==> config.mk <==
export PLATFORM = sky130hd
export DESIGN_NAME = rpn_stack_evaluator
export DESIGN_NICKNAME = d
export VERILOG_FILES = /design/src/rtl/rse_pkg.sv /design/src/rtl/rse_cell.sv /design/src/rtl/rse_divider.sv /design/src/rtl/rpn_stack_evaluator.sv
export SDC_FILE = /design/constraint.sdc
export NUM_CORES = 2
export LEC_CHECK = 0
export BUFFER_PORTS_ARGS = -buffer_cell sky130_fd_sc_hd__buf_4
export CORE_MARGIN = 3
export CORE_UTILIZATION = 56
export DETAILED_ROUTE_END_ITERATION = 8
export PLACE_DENSITY = 0.73
export SETUP_SLACK_MARGIN = 0.02
export SYNTH_ARGS = -nofsm -noshare
export SYNTH_HDL_FRONTEND = slang
export SYNTH_HIERARCHICAL = 1
export SYNTH_SLANG_ARGS = --single-unit
export TNS_END_PERCENT = 10
==> constraint.sdc <==
create_clock -name clock -period 14.85 [get_ports clock]
set_clock_uncertainty 0.15 [all_clocks]
set_input_delay 0.7425 -clock clock [delete_from_list [all_inputs] [get_ports clock]]
set_output_delay 0.7425 -clock clock [all_outputs]
set_load 0.03 [all_outputs]
==> src/rtl/rse_pkg.sv <==
// Shared types and constants of the RPN stack evaluator.
package rse_pkg;

   localparam int DATA_W = 32;
   localparam int CMD_W = 3;
   localparam int STATUS_W = 2;
   localparam int COUNT_OUT_W = 5;
   localparam int STACK_DEPTH_DEF = 16;

   localparam logic [CMD_W-1:0] CMD_PUSH   = 3'd0;
   localparam logic [CMD_W-1:0] CMD_ADD    = 3'd1;
   localparam logic [CMD_W-1:0] CMD_SUB    = 3'd2;
   localparam logic [CMD_W-1:0] CMD_MUL    = 3'd3;
   localparam logic [CMD_W-1:0] CMD_DIV    = 3'd4;
   localparam logic [CMD_W-1:0] CMD_FINISH = 3'd5;

   localparam logic [STATUS_W-1:0] ST_OK        = 2'd0;
   localparam logic [STATUS_W-1:0] ST_UNDERFLOW = 2'd1;
   localparam logic [STATUS_W-1:0] ST_FULL      = 2'd2;
   localparam logic [STATUS_W-1:0] ST_DIVZERO   = 2'd3;

   // cell moves: hold, take the neighbor above (push), take the neighbor below (pop)
   typedef enum logic [1:0] {
      CELL_HOLD,
      CELL_DOWN,
      CELL_UP
   } cell_op_type;

   typedef struct packed {
      logic [CMD_W-1:0]         command;
      logic signed [DATA_W-1:0] value;
   } req_type;

   typedef struct packed {
      logic signed [DATA_W-1:0] top_value;
      logic                     top_valid;
      logic [COUNT_OUT_W-1:0]   stack_count;
      logic [STATUS_W-1:0]      status;
   } rsp_type;

endpackage

==> src/rtl/rse_cell.sv <==
// One stack cell: holds one entry and shifts with its neighbors.
module rse_cell
   import rse_pkg::*;
(
   input  logic              clock,
   input  cell_op_type       op,
   input  logic [DATA_W-1:0] from_above,
   input  logic [DATA_W-1:0] from_below,
   output logic [DATA_W-1:0] value_out
);

   logic [DATA_W-1:0] value_ff;
   logic [DATA_W-1:0] value_in;

   always_comb begin
      case (op)
         CELL_DOWN: value_in = from_above;
         CELL_UP:   value_in = from_below;
         default:   value_in = value_ff;
      endcase
   end

   always_ff @(posedge clock) begin
      value_ff <= value_in;
   end

   assign value_out = value_ff;

endmodule

==> src/rtl/rse_divider.sv <==
// Signed 32-bit divider, truncating, one quotient bit per cycle.
module rse_divider
   import rse_pkg::*;
(
   input  logic              clock,
   input  logic              reset,
   input  logic              start,
   input  logic [DATA_W-1:0] dividend,
   input  logic [DATA_W-1:0] divisor,
   output logic              done,
   output logic [DATA_W-1:0] quotient
);

   localparam int CNT_W = $clog2(DATA_W);

   logic              run_ff, run_in;
   logic              done_ff, done_in;
   logic [CNT_W-1:0]  cnt_ff, cnt_in;
   logic [DATA_W-1:0] rem_ff, rem_in;
   logic [DATA_W-1:0] quo_ff, quo_in;
   logic [DATA_W-1:0] dvs_ff, dvs_in;
   logic              neg_ff, neg_in;
   logic [DATA_W:0]   trial;

   assign trial = {rem_ff, quo_ff[DATA_W-1]} - {1'b0, dvs_ff};

   always_comb begin
      run_in  = run_ff;
      done_in = 1'b0;
      cnt_in  = cnt_ff;
      rem_in  = rem_ff;
      quo_in  = quo_ff;
      dvs_in  = dvs_ff;
      neg_in  = neg_ff;
      if (start) begin
         run_in = 1'b1;
         cnt_in = '0;
         rem_in = '0;
         quo_in = dividend[DATA_W-1] ? (DATA_W'(0) - dividend) : dividend;
         dvs_in = divisor[DATA_W-1] ? (DATA_W'(0) - divisor) : divisor;
         neg_in = dividend[DATA_W-1] ^ divisor[DATA_W-1];
      end else if (run_ff) begin
         if (!trial[DATA_W]) begin
            rem_in = trial[DATA_W-1:0];
            quo_in = {quo_ff[DATA_W-2:0], 1'b1};
         end else begin
            rem_in = {rem_ff[DATA_W-2:0], quo_ff[DATA_W-1]};
            quo_in = {quo_ff[DATA_W-2:0], 1'b0};
         end
         cnt_in = cnt_ff + CNT_W'(1);
         if (cnt_ff == CNT_W'(DATA_W - 1)) begin
            run_in  = 1'b0;
            done_in = 1'b1;
         end
      end
   end

   always_ff @(posedge clock) begin
      if (reset) begin
         run_ff  <= 1'b0;
         done_ff <= 1'b0;
      end else begin
         run_ff  <= run_in;
         done_ff <= done_in;
      end
      cnt_ff <= cnt_in;
      rem_ff <= rem_in;
      quo_ff <= quo_in;
      dvs_ff <= dvs_in;
      neg_ff <= neg_in;
   end

   assign done     = done_ff;
   assign quotient = neg_ff ? (DATA_W'(0) - quo_ff) : quo_ff;

endmodule

==> src/rtl/rpn_stack_evaluator.sv <==
// Top level of the RPN stack evaluator: cell chain stack, ALU and control.
//
// Evaluates Reverse Polish expressions, one token per beat. A token is taken
// at a rising edge with start high and busy low; exactly one result beat
// follows, shown for one cycle with rsp_valid high. The receiver cannot stall,
// so every result must be captured in the cycle it is shown. The stack is a
// row of STACK_DEPTH cells with the top in cell 0; push shifts the row down,
// pop shifts it up, so the two operands always sit in cells 0 and 1.
// Timing: push, add, subtract, multiply, finish and unused codes answer in the
// cycle after acceptance and busy stays low, so these run at one token per
// cycle. Division by zero holds busy in POP_SECOND (a second pop through the
// chain). A real division holds busy in DIVIDE while the divider loads and
// produces one quotient bit per cycle over 32 bits, then the top writes back.
// stack_count reports the entry count masked to 5 bits. Stack entries have no
// reset; only the entry count is cleared.
module rpn_stack_evaluator
   import rse_pkg::*;
#(
   parameter int STACK_DEPTH = STACK_DEPTH_DEF
) (
   input  logic    clock,
   input  logic    reset,
   input  logic    start,
   output logic    busy,
   input  req_type req_item,
   output logic    rsp_valid,
   output rsp_type rsp_item
);

   localparam int CW = $clog2(STACK_DEPTH + 1);
   localparam int PW = (CW > COUNT_OUT_W) ? CW : COUNT_OUT_W;

   typedef enum logic [1:0] {
      IDLE,
      DIVIDE,
      POP_SECOND
   } state_type;

   state_type         state_ff, state_in;
   logic [CW-1:0]     count_ff, count_in;
   logic              rsp_valid_ff, rsp_valid_in;
   rsp_type           rsp_item_ff, rsp_item_in;

   // cell chain
   logic [DATA_W-1:0] cell_q [STACK_DEPTH];
   cell_op_type       top_op, rest_op;
   logic [DATA_W-1:0] top_load;

   // operands: b is the top, a the entry below
   logic [DATA_W-1:0]   b_val, a_val;
   logic [DATA_W-1:0]   alu_sum, alu_diff;
   logic [2*DATA_W-1:0] prod_full;
   logic                accept;
   logic                div_start, div_done;
   logic [DATA_W-1:0]   div_quo;
   logic [PW-1:0]       count_pad;

   assign b_val     = cell_q[0];
   assign a_val     = cell_q[1];
   assign alu_sum   = a_val + b_val;
   assign alu_diff  = a_val - b_val;
   assign prod_full = a_val * b_val;   // low half is the wrapped product
   assign accept    = start && (state_ff == IDLE);

   for (genvar i = 0; i < STACK_DEPTH; i++) begin : g_cell
      logic [DATA_W-1:0] above, below;
      cell_op_type       op;
      if (i == 0) begin : g_top
         assign above = top_load;
         assign op    = top_op;
      end else begin : g_mid
         assign above = cell_q[i-1];
         assign op    = rest_op;
      end
      if (i == STACK_DEPTH - 1) begin : g_last
         assign below = cell_q[i];
      end else begin : g_inner
         assign below = cell_q[i+1];
      end
      rse_cell u_cell (
         .clock      (clock),
         .op         (op),
         .from_above (above),
         .from_below (below),
         .value_out  (cell_q[i])
      );
   end

   rse_divider u_div (
      .clock    (clock),
      .reset    (reset),
      .start    (div_start),
      .dividend (a_val),
      .divisor  (b_val),
      .done     (div_done),
      .quotient (div_quo)
   );

   always_comb begin
      state_in     = state_ff;
      count_in     = count_ff;
      rsp_valid_in = 1'b0;
      rsp_item_in  = rsp_item_ff;
      rsp_item_in.stack_count = '0;   // taken from the count register on output
      top_op    = CELL_HOLD;
      rest_op   = CELL_HOLD;
      top_load  = req_item.value;
      div_start = 1'b0;

      case (state_ff)
         IDLE: begin
            if (accept) begin
               rsp_valid_in          = 1'b1;
               rsp_item_in.status    = ST_OK;
               rsp_item_in.top_valid = (count_ff != '0);
               rsp_item_in.top_value = (count_ff != '0) ? b_val : '0;
               case (req_item.command)
                  CMD_PUSH: begin
                     if (count_ff == CW'(STACK_DEPTH)) begin
                        rsp_item_in.status = ST_FULL;
                     end else begin
                        top_op   = CELL_DOWN;
                        rest_op  = CELL_DOWN;
                        count_in = count_ff + CW'(1);
                        rsp_item_in.top_valid = 1'b1;
                        rsp_item_in.top_value = req_item.value;
                     end
                  end
                  CMD_ADD, CMD_SUB, CMD_MUL, CMD_DIV: begin
                     if (count_ff < CW'(2)) begin
                        // one operand short: a lone entry is popped and lost
                        if (count_ff == CW'(1)) begin
                           top_op  = CELL_UP;
                           rest_op = CELL_UP;
                        end
                        count_in = '0;
                        rsp_item_in.status    = ST_UNDERFLOW;
                        rsp_item_in.top_valid = 1'b0;
                        rsp_item_in.top_value = '0;
                     end else if (req_item.command == CMD_DIV) begin
                        rsp_valid_in = 1'b0;
                        if (b_val == '0) begin
                           top_op   = CELL_UP;
                           rest_op  = CELL_UP;
                           count_in = count_ff - CW'(1);
                           state_in = POP_SECOND;
                        end else begin
                           div_start = 1'b1;
                           state_in  = DIVIDE;
                        end
                     end else begin
                        case (req_item.command)
                           CMD_ADD: top_load = alu_sum;
                           CMD_SUB: top_load = alu_diff;
                           default: top_load = prod_full[DATA_W-1:0];
                        endcase
                        top_op   = CELL_DOWN;
                        rest_op  = CELL_UP;
                        count_in = count_ff - CW'(1);
                        rsp_item_in.top_valid = 1'b1;
                        rsp_item_in.top_value = top_load;
                     end
                  end
                  CMD_FINISH: begin
                     count_in = '0;
                  end
                  default: begin
                     // unused codes: report the top, change nothing
                  end
               endcase
            end
         end
         POP_SECOND: begin
            // divide by zero: drop the first operand too
            top_op       = CELL_UP;
            rest_op      = CELL_UP;
            count_in     = count_ff - CW'(1);
            state_in     = IDLE;
            rsp_valid_in = 1'b1;
            rsp_item_in.status    = ST_DIVZERO;
            rsp_item_in.top_valid = (count_in != '0);
            rsp_item_in.top_value = (count_in != '0) ? a_val : '0;
         end
         DIVIDE: begin
            if (div_done) begin
               top_load     = div_quo;
               top_op       = CELL_DOWN;
               rest_op      = CELL_UP;
               count_in     = count_ff - CW'(1);
               state_in     = IDLE;
               rsp_valid_in = 1'b1;
               rsp_item_in.status    = ST_OK;
               rsp_item_in.top_valid = 1'b1;
               rsp_item_in.top_value = div_quo;
            end
         end
         default: begin
            state_in = IDLE;
         end
      endcase
   end

   always_ff @(posedge clock) begin
      if (reset) begin
         state_ff     <= IDLE;
         count_ff     <= '0;
         rsp_valid_ff <= 1'b0;
      end else begin
         state_ff     <= state_in;
         count_ff     <= count_in;
         rsp_valid_ff <= rsp_valid_in;
      end
      rsp_item_ff <= rsp_item_in;
   end

   // count register already holds the post-step count while the result shows
   assign count_pad = PW'(count_ff);

   always_comb begin
      rsp_item = rsp_item_ff;
      rsp_item.stack_count = count_pad[COUNT_OUT_W-1:0];
   end

   assign rsp_valid = rsp_valid_ff;
   assign busy      = (state_ff != IDLE);

endmodule

==> flow_summary.yaml <==
run_status:
  status: "completed"
synth:
  yosysSeqAreaShare: 0.356
  ys_ff_latch: 659
  synthArstFlopShare: 0
  synth_ff_type: "edfxtp_1"
  syn_inst: 4632
  synth_edf_count: 612
  synth_area_per_cell_um2: 11.7
  synth_nets: 5296
  synth.distinct_cells: 85
  synth_warnings: 6
  syn-cell-area_um2: 54300
layout:
  n_fill_cell: 7591
  seqCellArea_um2: 19300
  multiInputGateArea_um2: 31200
  layout_common_cells: "edfxtp_1, inv_1, mux2_4, fa_1, nand2_1"
  nNetsFinal: 5281
  final_common_cell: "edfxtp_1"
  syn2layout_area_growth_pct: 6.49
  drive_gt1_frac: 0.191
critical_path:
  worst_setup_path_end_kind: "flop"
  cp-start-kind: "flop"
  critical_path_class: "reg -> reg"
  cp_slowest_cell: "edfxtp_1"
  cp_max_fo: 14
  cp.arrival_ps: 8830
  required_ps: 15100
  r2r_cells: 23
  crit_chain: "buf_4 > nand2_1 > fa_1 > fa_1 > fa_1 > fa_1 > fa_1 > inv_1 > fa_1 > fa_1 > fa_1 > ha_1 > a21oi_1 > o21ai_0 > a41oi_1 > o21ai_0 > o41ai_1 > a21oi_1 > xnor2_1 > mux2i_1 > nand2_1 > nand2_1 > mux2_2"
  cp_common_cell: "fa_1"
  slowest_delay_ps: 930
routing:
  drc: 0
  viasPerCell: 6.25
  wl_per_cell_um: 26.0
  dr.pass1.iters: 6
  drtIter0Drc: 4014
  final_antenna_net_count: 0
  routed_wl_mm: 155
  vias: 37159
cts:
  clock-sinks: 659
  insertion_delay_ps: 680
  clk_pin_slew_ps: 60
  cts_made_buffers: 73
  cts_buffer_depth: 3
  cts_setup_buffers: 0
  hold_buffers: 0
  cts_max_level: 3
  cts_tree: "yes"
  ctsResizeCount: 0
  cts-root-buf: "clkbuf_16"
global_routing:
  grt_util_all_layers: 0.307
  grt_max_degree: 70
  grt_antenna_before_repair: 5
  grt_overflow: 0
  grt_pass1_wl_mm: 234
  grt_pass1_vias: 37594
floorplan:
  die_w_um: 317
  dieArea_um2: 101000
  rows: 113
  die_h_um: 317
  io_pins: 80
  core_um2: 95600
  initial_core_util: 0.568
timing:
  max_freq_mhz: 117
  final_hold_viol_count: 0
  final_max_slew_viol_count: 0
  maxSlewHeadroom: 0.106
  fin_crit_sh: 0.577
  worst_pin_slew_ps: 1330
  setup_viol: 0
  rsz0062_at_grt: "false"
  min_period_ps: 8570
  fin_tns_setup_ps: 0
placement:
  dp_hpwl_mm: 103
  portBuffers: 79
  gp_congestion: 0.968
worst_hold_path:
  hold_path_depth: 2
  hold_class: "in -> reg"
run:
  cap_violations: 0
worst max-delay path, delay by kind of cell, from the launching register on:
kind            cells  cell delay [ps]
flops               1              930
buf+inv             2              460
mux                 2              440
compound gates      6             1310
xor+xnor            1              270
simple gates        3              270
fa+ha+maj           9             4450
sequential cells by signal, summed over array words and instances (netlist names):
register,cells
g_cell.u_cell/value_out,512
u_div/run_ff,1
u_div/done,1
count_ff,5
state_ff,2
u_div/cnt_ff,5
rsp_item,35
u_div/quo_ff,32
u_div/neg_ff,1
u_div/rem_ff,32
rsp_valid,1
u_div/dvs_ff,32
cell usage after synthesis, types with 35 or more instances:
cell type	number	area, um^2
xnor2_1	184	1610
clkbuf_1	184	691
dfxtp_1	47	941
and2_1	315	1970
ha_1	216	2700
nor3_1	35	175
inv_1	516	1940
fa_1	410	8210
edfxtp_1	612	18400
a211oi_1	35	263
nand2_1	397	1490
nor2_1	163	612
buf_12	48	961
xor2_1	70	613
o21ai_0	143	716
mux2_2	62	698
a21oi_1	161	806
mux2_4	480	7210
logic make-up (layout without fill, tap and decap cells):
| family | count (synthesis) | count (layout) | share of synthesized area |
|---|---|---|---|
| buf+inv | 781 | 825 | 0.0709 |
| other cells | 0 | 2 | 0 |
| xor+xnor | 255 | 255 | 0.0414 |
| flops | 659 | 659 | 0.356 |
| fa+ha+maj | 626 | 626 | 0.201 |
| simple gates | 1097 | 1097 | 0.102 |
| mux | 568 | 568 | 0.150 |
| compound gates | 646 | 646 | 0.0787 |
metal layers:
metal / vias up / GRT usage / share of wire
li1: 15891 / - / -
met1: 18644 / 0.427 / 0.40
met2: 2255 / 0.470 / 0.44
met3: 369 / 0.0696 / 0.11
met4: 0 / 0.121 / 0.043
met5: - / 0 / 0
layout make-up:
type,count,share of cell area
clock inverter,45,0.00955
timing repair buffer,175,0.0227
multi-input combinational,3192,0.539
sequential,659,0.334
antenna,2,0.0000866
inverter,516,0.0335
tap,1265,0.0274
clock buffer,89,0.0330
per-stage QoR:
step                 util  hold slack, ps  area, um^2  cells  setup WS (ps)
floorplan               -             303       54300   4632           7200
global placement    0.579             326       55300   5807           6500
detailed placement  0.579             338       55300   5807           6410
CTS                 0.605             142       57800   5941           6380
global route        0.605             173       57800   5941           5940
finish              0.605             180       57800   5943           6280
final timing paths:
path	end	from	slack [ps]
setup reg to reg	g_cell[0].u_cell/value_out[31]	g_cell[1].u_cell/value_out[15]	6280
hold / removal	u_div/run_ff	reset	180
hold reg to reg	u_div/rem_ff[19]	u_div/rem_ff[19]	350
setup / recovery	g_cell[0].u_cell/value_out[31]	g_cell[1].u_cell/value_out[15]	6280
Power is not shown: default switching activity piles up to over one toggle a cycle in this logic, so the estimate is an artifact.
